### src/rtl/gqv_pkg.sv
package gqv_pkg;

   // Table and grid sizes.
   localparam int GLYPH_ENTRIES = 256;
   localparam int GLYPH_AW = $clog2(GLYPH_ENTRIES);
   localparam int GRID_CELLS = 16;
   localparam logic [16:0] CELL_UV = 17'(65536 / GRID_CELLS);

   // Character codes with a meaning of their own.
   localparam logic [7:0] NEWLINE_CODE = 8'd10;
   localparam logic [7:0] FALLBACK_CODE = 8'd63;

   // Depth of the queue between the front and the back.
   localparam int QUEUE_DEPTH = 4;
   localparam int QUEUE_AW = $clog2(QUEUE_DEPTH);
   localparam int LEVEL_W = $clog2(QUEUE_DEPTH + 1);

   // Request codes.
   localparam logic [1:0] REQ_GLYPH = 2'd0;
   localparam logic [1:0] REQ_CHAR = 2'd1;
   localparam logic [1:0] REQ_BEGIN = 2'd2;

   // Configuration register indexes.
   localparam logic [2:0] CFG_GLYPH_COUNT = 3'd0;
   localparam logic [2:0] CFG_FONT_SIZE = 3'd1;
   localparam logic [2:0] CFG_ORIGIN_X = 3'd2;
   localparam logic [2:0] CFG_ORIGIN_Y = 3'd3;
   localparam logic [2:0] CFG_VERTEX_COLOR = 3'd4;

   typedef struct packed {
      logic [1:0] req_type;
      logic [7:0] code;
      logic [16:0] glyph_u;
      logic [16:0] glyph_v;
      logic [16:0] glyph_u_end;
      logic [16:0] glyph_v_end;
      logic [15:0] glyph_width;
      logic [15:0] glyph_height;
      logic signed [15:0] glyph_x_offset;
      logic signed [15:0] glyph_y_offset;
      logic [15:0] glyph_advance;
   } gqv_req_type;

   typedef struct packed {
      logic signed [23:0] pos_x;
      logic signed [23:0] pos_y;
      logic [16:0] tex_u;
      logic [16:0] tex_v;
      logic [31:0] color_rgba;
      logic last_vertex;
   } gqv_rsp_type;

   typedef struct packed {
      logic [8:0] glyph_count;
      logic [15:0] font_size;
      logic [23:0] origin_x;
      logic [23:0] origin_y;
      logic [31:0] vertex_color;
   } gqv_cfg_type;

   // One character's quad as it waits for the back.
   typedef struct packed {
      logic [23:0] x0;
      logic [23:0] y0;
      logic [17:0] w;
      logic [17:0] h;
      logic [16:0] u;
      logic [16:0] v;
      logic [16:0] u2;
      logic [16:0] v2;
   } gqv_quad_type;

   // Queue status seen by the front and the back.
   typedef struct packed {
      logic [LEVEL_W-1:0] level;
      logic not_empty;
   } gqv_qstat_type;

endpackage

### src/rtl/gqv_queue.sv
module gqv_queue
   import gqv_pkg::*;
(
   input  logic clock,
   input  logic reset,
   input  logic push_valid,
   input  gqv_quad_type push_quad,
   input  logic pop,
   output gqv_quad_type head_quad,
   output gqv_qstat_type qstat
);

   gqv_quad_type slot_ff [QUEUE_DEPTH];
   logic [QUEUE_AW-1:0] wr_ptr_ff;
   logic [QUEUE_AW-1:0] rd_ptr_ff;
   logic [LEVEL_W-1:0] level_ff;
   logic [LEVEL_W-1:0] level_in;
   logic do_pop;

   assign do_pop = pop && (level_ff != '0);
   assign head_quad = slot_ff[rd_ptr_ff];
   assign qstat.level = level_ff;
   assign qstat.not_empty = level_ff != '0;

   // Level tracks pushes and pops; the front never pushes into a full queue.
   always_comb begin
      level_in = level_ff;
      if (push_valid && !do_pop) begin
         level_in = level_ff + LEVEL_W'(1);
      end else if (!push_valid && do_pop) begin
         level_in = level_ff - LEVEL_W'(1);
      end
   end

   always_ff @(posedge clock) begin
      if (reset) begin
         wr_ptr_ff <= '0;
         rd_ptr_ff <= '0;
         level_ff <= '0;
      end else begin
         level_ff <= level_in;
         if (push_valid) begin
            wr_ptr_ff <= wr_ptr_ff + QUEUE_AW'(1);
         end
         if (do_pop) begin
            rd_ptr_ff <= rd_ptr_ff + QUEUE_AW'(1);
         end
      end
   end

   always_ff @(posedge clock) begin
      if (push_valid) begin
         slot_ff[wr_ptr_ff] <= push_quad;
      end
   end

endmodule

### config.mk
export PLATFORM = sky130hd
export DESIGN_NAME = gqv_queue
export DESIGN_NICKNAME = d
export VERILOG_FILES = /design/src/rtl/gqv_pkg.sv /design/src/rtl/gqv_queue.sv
export SDC_FILE = /design/constraint.sdc
export NUM_CORES = 1
export LEC_CHECK = 0
export BUFFER_PORTS_ARGS = -buffer_cell sky130_fd_sc_hd__buf_2
export CAP_MARGIN = 20
export CELL_PAD_IN_SITES_DETAIL_PLACEMENT = 0
export CELL_PAD_IN_SITES_GLOBAL_PLACEMENT = 1
export CORE_MARGIN = 2
export CORE_UTILIZATION = 30
export DETAILED_ROUTE_END_ITERATION = 12
export GPL_ROUTABILITY_DRIVEN = 0
export PLACE_DENSITY = 0.57
export SLEW_MARGIN = 30
export SYNTH_ARGS = -nofsm -noshare
export SYNTH_HDL_FRONTEND = slang
export SYNTH_SLANG_ARGS = --single-unit
export TNS_END_PERCENT = 30
### constraint.sdc
create_clock -name clock -period 4.64 [get_ports clock]
set_clock_uncertainty 0.1 [all_clocks]
set_input_delay 0 -clock clock [delete_from_list [all_inputs] [get_ports clock]]
set_output_delay 0 -clock clock [all_outputs]
set_load 0.005 [all_outputs]
==> qor.yml <==
synthesis:
  netlist_area_sq_um: 22300
  ys_ff_latch: 617
  yosysUniqueCellTypes: 19
  synth_cells: 837
  yosys_warnings: 0
  synth_nets: 999
  syn_area_per_cell_sq_um: 26.7
  ys_seq_area_frac: 0.825
die:
  core_sq_um: 74100
  dieArea_sq_um: 76700
  die-height_microns: 277
  die_x_microns: 277
  io_pins: 312
  num_rows: 100
  start_util: 0.302
critical_path:
  crit_type: "reg -> out"
  crit_path_start_kind: "flip-flop"
  reg2reg_from: "level_ff[0]$_SDFFE_PP0P_"
  cp_max_fo: 65
  ff2ff_setup_slack_ns: 2.09
  arrival_ns: 2.58
  required_ns: 4.54
  worst_r2r_endpoint: "level_ff[1]$_SDFFE_PP0P_"
  reg2reg_depth: 7
  endpoint_kind: "primary output"
cells_and_area:
  fin_nets: 1515
  stdcell_area_sq_um: 28800
  fin_cells: 2375
  drive_gt1_frac: 0.406
  area_delta_synth_final_pct: 29.2
  multi_input_area_sq_um: 3670
  fillers: 6776
  register_area_sq_um: 18400
clocking:
  insertion_delay_ns: 0.58
  ctsHoldBuffers: 156
  cts_resized: 0
  max-clock-path-buffers: 3
  cts_tree: "done"
  cts.htree.levels: 3
  cts_sinks: 617
  clockRootBuffer: "clkbuf_16"
  clkTransAtPathRegs_ns: 0.06
  post_cts_buffers: 0
  cts_buffers: 69
grt:
  overflow: 0
  grt_pass1_wl_mm: 73.2
  grt_max_degree: 66
  grt_pass1_vias: 11900
  antenna_found_initial: 5
  track_usage: 0.126
sta:
  slew_headroom: 0.414
  tightest_slew_ns: 0.879
  hold_viol: 0
  rsz0062_at_grt: "no"
  finalSetupViolations: 0
  fin_crit_sh: 0.577
  max_freq_mhz: 373
  fin_crit_ns: 2.68
  drv_slew: 0
routing:
  vias_per_cell: 4.45
  drcViolationCount: 0
  wl_per_cell_microns: 20.3
  drt_wl_total_mm: 48.1
  drtIter0Drc: 544
  dr.pass1.iters: 4
  vias: 10600
  antenna_left: 0
placed_design:
  place_area_sq_um: 25200
  dp_hpwl_mm: 27.5
  post-place-cells: 2095
  port_buffers: 311
pwr:
  p_leak_nw: 9.60
  powerDensity_nw_per_um2: 502
  ir_drop_mv: 0.346
worst_hold_path:
  min-delay-start: "push_quad[150]"
  min_to: "slot_ff[0][150]$_DFFE_PP_"
  hold_depth: 2
  hold_path_class: "in -> reg"
outcome:
  status: "finished clean"
flow_run:
  maxCapViolations: 0
==> final cells by class <==
class | instances | share of cell area
sequential | 617 | 0.639
multi-input combinational | 182 | 0.127
timing repair buffer | 480 | 0.117
clock buffer | 90 | 0.0633
tap | 969 | 0.0420
clock inverter | 32 | 0.0101
inverter | 3 | 0.000390
antenna | 2 | 0.000173
==> flip-flops by register name (all words and copies together), names as in the netlist, named ones only <==
register / flops
rd_ptr_ff: 2
slot_ff: 608
wr_ptr_ff: 2
level_ff: 3
==> worst max-delay path by stage <==
stage / from / slack, ns / depth (start not counted) / endpoint
2_1_floorplan: wr_ptr_ff[0]$_SDFFE_PP0P_ / -0.007 / 3 / slot_ff[2][0]$_DFFE_PP_
3_3_place_gp: wr_ptr_ff[0]$_SDFFE_PP0P_ / 2.41 / 4 / slot_ff[0][38]$_DFFE_PP_
3_5_place_dp: level_ff[0]$_SDFFE_PP0P_ / 2.38 / 7 / level_ff[2]$_SDFFE_PP0P_
4_1_cts: flip-flop / 1.82 / 4 / head_quad[135]
5_1_grt: flip-flop / 1.73 / 4 / head_quad[135]
6_report: flip-flop / 1.96 / 4 / head_quad[6]
==> Yosys cell counts <==
master	count	area (sq um)
mux2i_1	2	20.0
buf_2	17	85.1
and2_1	4	25.0
xnor2_1	1	8.76
buf_6	10	113
inv_1	3	11.3
o31ai_1	1	7.51
mux4_2	152	3420
o21ai_0	1	5.00
nor2_1	7	26.3
ha_1	5	62.6
edfxtp_1	608	18300
clkbuf_1	8	30.0
or3_1	2	12.5
xor2_1	4	35.0
fa_1	1	20.0
dfxtp_1	9	180
o311ai_0	1	8.76
a21oi_1	1	5.00
==> metrics by stage <==
step	power (mW)	setup TNS (ns)	worst slack (ns)	hold WS, ns	utilization
after floorplan	8.36	-0.991	-0.00652	-0.00113	-
after global placement	9.45	0	2.41	0.111	0.339
after detailed placement	9.50	0	2.38	0.118	0.340
after CTS	14.8	0	1.82	0.00155	0.389
after global routing	15.2	0	1.73	0.0252	0.389
final	14.5	0	1.96	0.0549	0.389
==> report_power, final <==
| part | switching (mW) | internal (mW) | leakage (nW) |
|---|---|---|---|
| logic | 1.33 | 1.51 | 2.92 |
| registers | 0.112 | 6.42 | 5.66 |
| clock network | 2.15 | 2.97 | 1.02 |
| total | 3.59 | 10.9 | 9.60 |
==> metal layers <==
layer  wire, microns  share of wire  GRT usage
met5              41        0.00085          0
met2           23600           0.49      0.209
met3            3200          0.066     0.0399
met4             912          0.019     0.0392
met1           20300           0.42      0.158
==> cells in the final DEF (no fill, tap or decap) <==
| master | n |
|---|---|
| or3_1 | 2 |
| inv_16 | 2 |
| mux4_2 | 152 |
| clkbuf_1 | 20 |
| nor2_1 | 7 |
| inv_1 | 3 |
| fa_1 | 1 |
| buf_16 | 1 |
| buf_2 | 311 |
| dfxtp_4 | 2 |
| inv_6 | 3 |
| xor2_1 | 4 |
| clkinv_1 | 14 |
| clkinv_2 | 6 |
| o31ai_1 | 1 |
| and2_4 | 4 |
| dfxtp_1 | 7 |
| o21ai_0 | 1 |
| clkinv_16 | 1 |
| mux2i_1 | 2 |
| bufinv_16 | 3 |
| xnor2_1 | 1 |
| ha_1 | 5 |
| edfxtp_1 | 608 |
| a21oi_1 | 1 |
| o311ai_0 | 1 |
| buf_12 | 12 |
| clkinvlp_4 | 3 |
| diode_2 | 2 |
| dlygate4sd3_1 | 156 |
| clkbuf_16 | 70 |
==> critical path: stages (launching register included) <==
cell     delay (ns)
dfxtp_4        0.37
buf_12         0.29
buf_16         0.46
mux4_2         0.60
buf_2          0.15
==> kinds of logic after synthesis <==
family                   count (synthesis)  synth area share
flip-flops                             617             0.825
multiplexers                           154             0.154
buffers and inverters                   38            0.0107
AND/OR/NAND/NOR                         13           0.00286
adder cells (fa/ha/maj)                  6           0.00370
XOR/XNOR                                 5           0.00196
AO/OA/AOI/OAI                            4           0.00118
No activity file was read; power rests on OpenSTA's default activity.
