$ cat src/rtl/gqv_pkg.sv
package gqv_pkg;

   // Table and grid sizes.
   localparam int GLYPH_ENTRIES = 256;
   localparam int GLYPH_AW = $clog2(GLYPH_ENTRIES);
   localparam int GRID_CELLS = 16;
   localparam logic [16:0] CELL_UV = 17'(65536 / GRID_CELLS);

   // Character codes with a meaning of their own.
   localparam logic [7:0] NEWLINE_CODE = 8'd10;
   localparam logic [7:0] FALLBACK_CODE = 8'd63;

   // Depth of the queue between the front and the back.
   localparam int QUEUE_DEPTH = 4;
   localparam int QUEUE_AW = $clog2(QUEUE_DEPTH);
   localparam int LEVEL_W = $clog2(QUEUE_DEPTH + 1);

   // Request codes.
   localparam logic [1:0] REQ_GLYPH = 2'd0;
   localparam logic [1:0] REQ_CHAR = 2'd1;
   localparam logic [1:0] REQ_BEGIN = 2'd2;

   // Configuration register indexes.
   localparam logic [2:0] CFG_GLYPH_COUNT = 3'd0;
   localparam logic [2:0] CFG_FONT_SIZE = 3'd1;
   localparam logic [2:0] CFG_ORIGIN_X = 3'd2;
   localparam logic [2:0] CFG_ORIGIN_Y = 3'd3;
   localparam logic [2:0] CFG_VERTEX_COLOR = 3'd4;

   typedef struct packed {
      logic [1:0] req_type;
      logic [7:0] code;
      logic [16:0] glyph_u;
      logic [16:0] glyph_v;
      logic [16:0] glyph_u_end;
      logic [16:0] glyph_v_end;
      logic [15:0] glyph_width;
      logic [15:0] glyph_height;
      logic signed [15:0] glyph_x_offset;
      logic signed [15:0] glyph_y_offset;
      logic [15:0] glyph_advance;
   } gqv_req_type;

   typedef struct packed {
      logic signed [23:0] pos_x;
      logic signed [23:0] pos_y;
      logic [16:0] tex_u;
      logic [16:0] tex_v;
      logic [31:0] color_rgba;
      logic last_vertex;
   } gqv_rsp_type;

   typedef struct packed {
      logic [8:0] glyph_count;
      logic [15:0] font_size;
      logic [23:0] origin_x;
      logic [23:0] origin_y;
      logic [31:0] vertex_color;
   } gqv_cfg_type;

   // One character's quad as it waits for the back.
   typedef struct packed {
      logic [23:0] x0;
      logic [23:0] y0;
      logic [17:0] w;
      logic [17:0] h;
      logic [16:0] u;
      logic [16:0] v;
      logic [16:0] u2;
      logic [16:0] v2;
   } gqv_quad_type;

   // Queue status seen by the front and the back.
   typedef struct packed {
      logic [LEVEL_W-1:0] level;
      logic not_empty;
   } gqv_qstat_type;

endpackage

$ cat src/rtl/gqv_back.sv
module gqv_back
   import gqv_pkg::*;
(
   input  logic clock,
   input  logic reset,
   input  gqv_quad_type head_quad,
   input  gqv_qstat_type qstat,
   output logic pop,
   input  logic [31:0] vertex_color,
   output logic rsp_valid,
   input  logic rsp_ready,
   output gqv_rsp_type rsp_payload
);

   // Corner order of the two triangles: TL, TR, BL, BL, TR, BR.
   localparam logic [2:0] CORNER_TL = 3'd0;
   localparam logic [2:0] CORNER_TR_A = 3'd1;
   localparam logic [2:0] CORNER_BL_A = 3'd2;
   localparam logic [2:0] CORNER_BL_B = 3'd3;
   localparam logic [2:0] CORNER_TR_B = 3'd4;
   localparam logic [2:0] CORNER_BR = 3'd5;

   logic quad_valid_ff;
   logic [2:0] corner_ff;
   logic [23:0] x0_ff;
   logic [23:0] y0_ff;
   logic [23:0] x1_ff;
   logic [23:0] y1_ff;
   logic [16:0] u_ff;
   logic [16:0] v_ff;
   logic [16:0] u2_ff;
   logic [16:0] v2_ff;

   logic rsp_valid_ff;
   gqv_rsp_type rsp_ff;
   gqv_rsp_type rsp_in;

   logic emit;
   logic quad_done;
   logic sel_x1;
   logic sel_y1;

   assign emit = quad_valid_ff && (!rsp_valid_ff || rsp_ready);
   assign quad_done = emit && (corner_ff == CORNER_BR);
   assign pop = qstat.not_empty && (!quad_valid_ff || quad_done);

   // Build the vertex for the current corner.
   always_comb begin
      sel_x1 = corner_ff inside {CORNER_TR_A, CORNER_TR_B, CORNER_BR};
      sel_y1 = corner_ff inside {CORNER_BL_A, CORNER_BL_B, CORNER_BR};
      rsp_in.pos_x = sel_x1 ? x1_ff : x0_ff;
      rsp_in.pos_y = sel_y1 ? y1_ff : y0_ff;
      rsp_in.tex_u = sel_x1 ? u2_ff : u_ff;
      rsp_in.tex_v = sel_y1 ? v2_ff : v_ff;
      rsp_in.color_rgba = vertex_color;
      rsp_in.last_vertex = corner_ff == CORNER_BR;
   end

   // Quad holder and corner counter.
   always_ff @(posedge clock) begin
      if (reset) begin
         quad_valid_ff <= 1'b0;
         corner_ff <= CORNER_TL;
      end else begin
         if (pop) begin
            quad_valid_ff <= 1'b1;
            corner_ff <= CORNER_TL;
         end else if (quad_done) begin
            quad_valid_ff <= 1'b0;
            corner_ff <= CORNER_TL;
         end else if (emit) begin
            corner_ff <= corner_ff + 3'd1;
         end
      end
   end

   always_ff @(posedge clock) begin
      if (pop) begin
         x0_ff <= head_quad.x0;
         y0_ff <= head_quad.y0;
         x1_ff <= head_quad.x0 + {6'd0, head_quad.w};
         y1_ff <= head_quad.y0 + {6'd0, head_quad.h};
         u_ff <= head_quad.u;
         v_ff <= head_quad.v;
         u2_ff <= head_quad.u2;
         v2_ff <= head_quad.v2;
      end
   end

   // Output register.
   always_ff @(posedge clock) begin
      if (reset) begin
         rsp_valid_ff <= 1'b0;
      end else if (emit) begin
         rsp_valid_ff <= 1'b1;
      end else if (rsp_ready) begin
         rsp_valid_ff <= 1'b0;
      end
      if (emit) begin
         rsp_ff <= rsp_in;
      end
   end

   assign rsp_valid = rsp_valid_ff;
   assign rsp_payload = rsp_ff;

endmodule

$ cat config.mk
export PLATFORM = sky130hd
export DESIGN_NAME = gqv_back
export DESIGN_NICKNAME = d
export VERILOG_FILES = /design/src/rtl/gqv_pkg.sv /design/src/rtl/gqv_back.sv
export SDC_FILE = /design/constraint.sdc
export NUM_CORES = 1
export LEC_CHECK = 0
export CAP_MARGIN = 20
export CELL_PAD_IN_SITES_DETAIL_PLACEMENT = 2
export CELL_PAD_IN_SITES_GLOBAL_PLACEMENT = 2
export CORE_UTILIZATION = 47
export DETAILED_ROUTE_END_ITERATION = 6
export DONT_BUFFER_PORTS = 1
export HOLD_SLACK_MARGIN = 0.03
export PLACE_DENSITY_LB_ADDON = 0.05
export REMOVE_ABC_BUFFERS = 1
export SLEW_MARGIN = 20
export SYNTH_ARGS = -nofsm -noshare
export SYNTH_HDL_FRONTEND = slang
export SYNTH_SLANG_ARGS = --single-unit
$ cat constraint.sdc
create_clock -name clock -period 16.6 [get_ports clock]
set_input_delay 3.32 -clock clock [delete_from_list [all_inputs] [get_ports clock]]
set_output_delay 3.32 -clock clock [all_outputs]
set_load 0.1 [all_outputs]
==> results of run 1 <==
[final timing paths]
check / depth (start not counted) / end / slack (ns) / start
setup / recovery: 4 / pop / 8.30 / rsp_ready
hold / removal: 1 / rsp_payload[113] / 0.55 / x0_ff[22]
setup reg to reg: 5 / x0_ff[2] / 13.02 / rsp_valid
hold reg to reg: 1 / rsp_payload[113] / 0.55 / x0_ff[22]
[stage by stage]
| step | std cells | setup slack (ns) | util (%) |
|---|---|---|---|
| 3_3_place_gp | 993 | 8.613 | 49.58 |
| 3_5_place_dp | 993 | 8.377 | 49.58 |
| 5_1_grt | 1052 | 8.254 | 53.58 |
| 2_1_floorplan | 665 | 5.055 | - |
| 4_1_cts | 1049 | 8.307 | 53.53 |
| 6_report | 1056 | 8.302 | 53.62 |
[cells in the final DEF, fill, tap and decap left out, types with 2 or more instances in the layout]
cell / Yosys / layout
nand3_1: 7 / 7
o21bai_1: 2 / 2
nor2_1: 19 / 19
clkbuf_16: 0 / 31
a21o_1: 15 / 15
or2_2: 2 / 2
fa_1: 2 / 2
a31oi_1: 2 / 2
and2_1: 3 / 2
xor2_1: 23 / 23
mux2_2: 83 / 83
clkbuf_1: 8 / 9
dfxtp_1: 5 / 5
o2111ai_1: 3 / 3
nand2b_1: 5 / 5
nor3_1: 5 / 5
o211ai_1: 6 / 6
and4_1: 2 / 2
inv_1: 14 / 13
a21boi_0: 2 / 2
edfxtp_1: 279 / 279
bufinv_16: 0 / 3
clkinv_2: 0 / 4
clkinv_1: 0 / 8
a21oi_1: 43 / 42
nand2_1: 25 / 25
xnor2_1: 21 / 21
a211oi_1: 7 / 6
diode_2: 0 / 7
o211a_1: 2 / 2
o21a_1: 2 / 2
buf_4: 0 / 2
and3_1: 5 / 5
nand4_1: 5 / 5
o41ai_1: 2 / 2
ha_1: 41 / 41
o21ai_0: 20 / 20
[logic make-up after synthesis]
kind of cell | count (synthesis) | synth area share, %
DFF | 284 | 73.05
AOI/OAI and AO/OA | 115 | 6.425
muxes | 83 | 8.053
and+or+nand+nor | 82 | 3.418
xor gates and xnor gates | 44 | 3.320
adders and majority gates | 43 | 4.765
buffers and inverters | 28 | 0.9703
[power by group through the flow]
| stage | Combinational (W) | Clock, W | Sequential, W |
|---|---|---|---|
| global route | 0.000149 | 0.000711 | 0.00101 |
| detailed placement | 0.000134 | 0 | 0.00101 |
| CTS | 0.000139 | 0.000683 | 0.00100 |
| global placement | 0.000121 | 0 | 0.00101 |
| finish | 0.000138 | 0.000678 | 0.00100 |
| floorplan | 0.0000970 | 0 | 0.00101 |
[worst max-delay path, delay by kind of cell]
kind,cells,cell delay (ns)
simple gates,3,1.21
compound gates,1,0.40
[layout make-up]
cell class | count | area share [%]
Antenna cell | 7 | 0.1347
Clock buffer | 40 | 6.227
Clock inverter | 16 | 1.136
Inverter | 14 | 0.4234
Multi-Input combinational cell | 367 | 23.40
Sequential cell | 284 | 65.21
Tap cell | 324 | 3.118
Timing Repair Buffer | 4 | 0.3561
[synth_stat cells]
| library cell | n | area share, % |
|---|---|---|
| nand3_1 | 7 | 0.30 |
| o21ai_0 | 20 | 0.86 |
| o211a_1 | 2 | 0.17 |
| inv_1 | 14 | 0.45 |
| dfxtp_1 | 5 | 0.86 |
| a41oi_2 | 1 | 0.14 |
| and4_1 | 2 | 0.15 |
| or2_2 | 2 | 0.11 |
| nand4_1 | 5 | 0.27 |
| o211ai_1 | 6 | 0.39 |
| o21ai_1 | 1 | 0.043 |
| o21a_1 | 2 | 0.13 |
| buf_2 | 6 | 0.26 |
| a31oi_1 | 2 | 0.11 |
| nand2b_1 | 5 | 0.27 |
| nand2_1 | 25 | 0.81 |
| xor2_1 | 23 | 1.7 |
| o41ai_2 | 1 | 0.14 |
| or2_1 | 1 | 0.054 |
| a21boi_0 | 2 | 0.13 |
| ha_1 | 41 | 4.4 |
| a31o_4 | 1 | 0.15 |
| or4b_1 | 1 | 0.086 |
| fa_1 | 2 | 0.34 |
| o41ai_1 | 2 | 0.15 |
| a21o_1 | 15 | 0.97 |
| clkbuf_1 | 8 | 0.26 |
| mux2_2 | 83 | 8.1 |
| and3_1 | 5 | 0.27 |
| a211o_1 | 1 | 0.075 |
| o21bai_1 | 2 | 0.13 |
| nor3_1 | 5 | 0.22 |
| and2_1 | 3 | 0.16 |
| o31ai_1 | 1 | 0.065 |
| a211oi_1 | 7 | 0.45 |
| o21ai_2 | 1 | 0.075 |
| a21oi_1 | 43 | 1.9 |
| nand2_2 | 1 | 0.054 |
| nor2b_1 | 1 | 0.054 |
| o2111ai_1 | 3 | 0.23 |
| edfxtp_1 | 279 | 72 |
| nor2_1 | 19 | 0.61 |
| xnor2_1 | 21 | 1.6 |
| a2111oi_0 | 1 | 0.075 |
| a41o_1 | 1 | 0.086 |
[flip-flops by register name, summed over array words and instances (netlist names)]
name and flops:
rsp_payload 115, x0_ff 24, x1_ff 24, y0_ff 24, y1_ff 24, u2_ff 17
u_ff 17, v2_ff 17, v_ff 17, corner_ff 3, quad_valid_ff 1, rsp_valid 1
[per-layer routing]
layer,GRT usage (%),up-vias,part of all wire (%),wire length (um)
li1,-,2693,-,-
met1,30.41,3215,36,13090
met2,48.86,278,52,18580
met3,9.768,63,8.5,3070
met4,10.05,0,3.4,1234
met5,0,-,0,0
==> flow_metrics.py, run 1 <==
metrics = {
    "status": {
        "status": "complete, no violations",
    },
    "power_and_ir_drop": {
        "power.switching_w": 0.0005276,
        "sw_frac_of_total_pct": 29.02,
        "p_per_area_nw_per_um2": 139.9,
        "clock_power_share_pct": 37.3,
        "ir_drop_mv": 0.09405,
        "intPower_w": 0.001291,
        "power_w": 0.001818,
        "p_leak_nw": 4.585,
        "combPwrFrac_pct": 7.6,
        "seqPwrFrac_pct": 55.1,
    },
    "routing": {
        "first_iter_violations": 462,
        "antenna_left": 0,
        "vias": 6249,
        "drc": 0,
        "firstDrtPassIters": 4,
        "wl_um": 35970,
        "viasPerCell": 5.918,
        "routedWlPerCell_um": 34.06,
    },
    "sta": {
        "timing_max_transition_violations_final": 0,
        "worst_slew_pin_slew_ns": 1.088,
        "fin_setup_tns_ns": 0,
        "hold-worst-slack_ns": 0.5483,
        "rsz0062_at_grt": "no",
        "final-hold-violation-count": 0,
        "min_period_over_period_pct": 49.99,
        "setup_viol": 0,
        "fin_skew_ns": 0.01860,
        "period_needed_ns": 8.298,
        "slew_headroom_pct": 27.64,
        "timing.fmax_mhz": 120.5,
    },
    "final_layout": {
        "finalNetCount": 935,
        "drive_above_1_share_pct": 18.90,
        "area_growth_pct": 12.02,
        "fill_cells": 2172,
        "multiInputGateArea_sq_um": 3042,
        "seq_area_sq_um": 8478,
        "design_area_sq_um": 13000,
    },
    "place": {
        "dp_hpwl_um": 22740,
        "place_congestion": 0.8591,
        "placed_area_sq_um": 12020,
        "io_buffers": 0,
    },
    "yosys": {
        "yosys_warnings": 0,
        "synth.avg_cell_area_sq_um": 17.09,
        "ys_seq_elements": 284,
        "seq_area_frac_synth_pct": 73.05,
        "netlist_instances": 679,
        "synth_area_sq_um": 11610,
        "post_synth_num_cell_types": 45,
    },
    "cts": {
        "cts_sinks": 284,
        "cts_resized": 0,
        "ctsHoldBuffers": 0,
        "clk_pin_slew_worst_paths_ns": 0.06,
        "clock-root-buffer": "clkbuf_16",
        "ctsHtreeMaxLevel": 1,
        "clockBufferDepth": 3,
        "cts_made_buffers": 30,
        "post_cts_buffers": 0,
        "clkLatencyLatePin_ns": 0.57,
        "cts_tree": "built",
    },
    "worst_setup_path": {
        "cp-end-kind": "output pin",
        "crit_required_ns": 13.28,
        "critical_path.max_fanout": 40,
        "worstSetupStartpointType": "primary input",
        "cp.arrival_ns": 4.98,
        "critical_path_class": "in2out",
        "worstPathCellList": "nand2b_1 > nand2_1 > o21ai_0 > and2_4",
        "cp_slowest_cell": "and2_4",
        "critPathMaxStageDelay_ns": 0.84,
    },
    "global_route": {
        "track_usage_pct": 27.56,
        "antenna_found_initial": 7,
        "grt_pass1_vias": 6796,
        "grt_overflow": 0,
        "grt_pass1_wl_um": 50140,
        "grt_max_degree": 127,
    },
    "floorplan": {
        "coreArea_sq_um": 24250,
        "die_w_um": 159.1,
        "ios": 308,
        "die_h_um": 159.1,
        "start_util_pct": 47.86,
        "die-area_sq_um": 25330,
        "num_rows": 57,
    },
    "worst_hold_path": {
        "hold_class": "reg2reg",
    },
    "run": {
        "drv_cap": 0,
    },
}
Note: power is estimated with default switching activity, not from simulation.
==> run 2, diff against run 1 <==
--- a/config.mk
+++ b/config.mk
@@ -8,7 +8,7 @@
 export CAP_MARGIN = 20
 export CELL_PAD_IN_SITES_DETAIL_PLACEMENT = 2
 export CELL_PAD_IN_SITES_GLOBAL_PLACEMENT = 2
-export CORE_UTILIZATION = 47
+export CORE_UTILIZATION = 40
 export DETAILED_ROUTE_END_ITERATION = 6
 export DONT_BUFFER_PORTS = 1
 export HOLD_SLACK_MARGIN = 0.03
==> constraint.sdc (replaced) <==
create_clock -name clock -period 7.1 [get_ports clock]
set_input_delay 1.42 -clock clock [delete_from_list [all_inputs] [get_ports clock]]
set_output_delay 1.42 -clock clock [all_outputs]
set_load 0.1 [all_outputs]
==> flow_metrics.py, run 2 (synthesized netlist as in run 1, its figures left out) <==
metrics = {
    "global_route": {
        "track_usage_pct": 19.25,
        "grt_overflow": 0,
        "grt_pass1_wl_um": 41610,
        "antenna_found_initial": 6,
        "grt_pass1_vias": 6633,
        "grt_max_degree": 127,
    },
    "cts": {
        "post_cts_buffers": 0,
        "cts_resized": 0,
        "cts_sinks": 284,
        "cts_tree": "built",
        "clk_pin_slew_worst_paths_ns": 0.06,
        "ctsHtreeMaxLevel": 2,
        "clockBufferDepth": 3,
        "cts_made_buffers": 34,
        "clock-root-buffer": "clkbuf_16",
        "clkLatencyLatePin_ns": 0.50,
        "ctsHoldBuffers": 0,
    },
    "sta": {
        "fin_skew_ns": 0.01730,
        "min_period_over_period_pct": 61.00,
        "timing_max_transition_violations_final": 0,
        "rsz0062_at_grt": "no",
        "worst_slew_pin_slew_ns": 1.099,
        "slew_headroom_pct": 26.75,
        "setup_viol": 0,
        "hold-worst-slack_ns": 0.5188,
        "period_needed_ns": 4.331,
        "final-hold-violation-count": 0,
        "timing.fmax_mhz": 230.9,
    },
    "floorplan": {
        "die_w_um": 172.3,
        "start_util_pct": 41.21,
        "die-area_sq_um": 29700,
        "ios": 308,
        "num_rows": 61,
        "die_h_um": 172.3,
        "coreArea_sq_um": 28160,
    },
    "final_layout": {
        "largest_reg_flops": 115,
        "area_growth_pct": 13.28,
        "finalNetCount": 939,
        "drive_above_1_share_pct": 19.78,
        "layout_commonest_cell": "edfxtp_1",
        "fill_cells": 2613,
        "final_cell_mix": "279 x edfxtp_1, 83 x mux2_2, 42 x a21oi_1",
    },
    "worst_setup_path": {
        "critical_path.max_fanout": 40,
        "critical_path_class": "in2out",
        "cp-end-kind": "output pin",
        "r2r_slack_ns": 3.72,
        "worstSetupStartpointType": "primary input",
        "cp.arrival_ns": 2.91,
        "crit_required_ns": 5.68,
    },
    "power_and_ir_drop": {
        "sw_frac_of_total_pct": 27.58,
        "combPwrFrac_pct": 7.1,
        "intPower_w": 0.003078,
        "p_per_area_nw_per_um2": 323.3,
        "ir_drop_mv": 0.1632,
        "p_leak_nw": 4.636,
        "clock_power_share_pct": 38.1,
        "power_w": 0.004250,
        "seqPwrFrac_pct": 54.9,
        "power.switching_w": 0.001172,
    },
    "routing": {
        "vias": 5932,
        "viasPerCell": 5.339,
        "routedWlPerCell_um": 26.16,
        "wl_um": 29070,
        "first_iter_violations": 282,
        "firstDrtPassIters": 4,
        "antenna_left": 0,
        "drc": 0,
    },
    "status": {
        "status": "complete, no violations",
    },
    "run": {
        "drv_cap": 0,
    },
    "place": {
        "dp_hpwl_um": 20710,
        "place_congestion": 0.7669,
        "io_buffers": 0,
    },
    "worst_hold_path": {
        "hold_class": "reg2reg",
    },
}
[run 2: power groups by stage]
stage / logic, W / registers [W] / clock network [W]
after CTS: 0.000307 / 0.00233 / 0.00168
after global routing: 0.000334 / 0.00234 / 0.00172
after detailed placement: 0.000304 / 0.00237 / 0
final: 0.000300 / 0.00233 / 0.00162
after global placement: 0.000288 / 0.00236 / 0
after floorplan: 0.000227 / 0.00235 / 0
[run 2: worst paths after layout]
check	from	depth (start not counted)	to
max reg2reg	rsp_valid	5	y0_ff[11]
min reg2reg	quad_valid_ff	2	rsp_valid
min	quad_valid_ff	2	rsp_valid
max	rsp_ready	4	pop
[run 2: layout make-up]
cell class / instances / area, sq um / share of cell area, %
inverter: 14 / 55.05 / 0.4187
sequential: 284 / 8478 / 64.48
multi-input combinational: 367 / 3042 / 23.13
tap: 378 / 473.0 / 3.597
clock inverter: 12 / 61.31 / 0.4663
clock buffer: 47 / 983.4 / 7.480
antenna: 5 / 12.51 / 0.09517
timing repair buffer: 4 / 42.54 / 0.3236
[run 2: stage by stage]
| step | utilization, % | setup TNS [ns] | setup WS (ns) | instances | instance area (sq um) |
|---|---|---|---|---|---|
| 6_report | 46.68 | 0 | 2.769 | 1111 | 13150 |
| 5_1_grt | 46.67 | 0 | 2.653 | 1110 | 13150 |
| 4_1_cts | 46.64 | 0 | 2.732 | 1106 | 13140 |
| 3_5_place_dp | 42.93 | 0 | 2.725 | 1047 | 12090 |
| 3_3_place_gp | 42.93 | 0 | 2.860 | 1047 | 12090 |
| 2_1_floorplan | - | -0.6454 | -0.6454 | 665 | 11550 |
[run 2: critical path, cell delays in order]
cell      delay (ns)
nand2b_1        0.11
nand2_1         0.22
o21ai_0         0.31
and2_4          0.81
[run 2: routing by layer]
metal,global-route usage [%],routed length (um),up-vias
li1,-,-,2695
met1,20.40,10590,2964
met2,34.08,14960,231
met3,8.286,2905,42
met4,6.464,605,0
met5,0,0,-
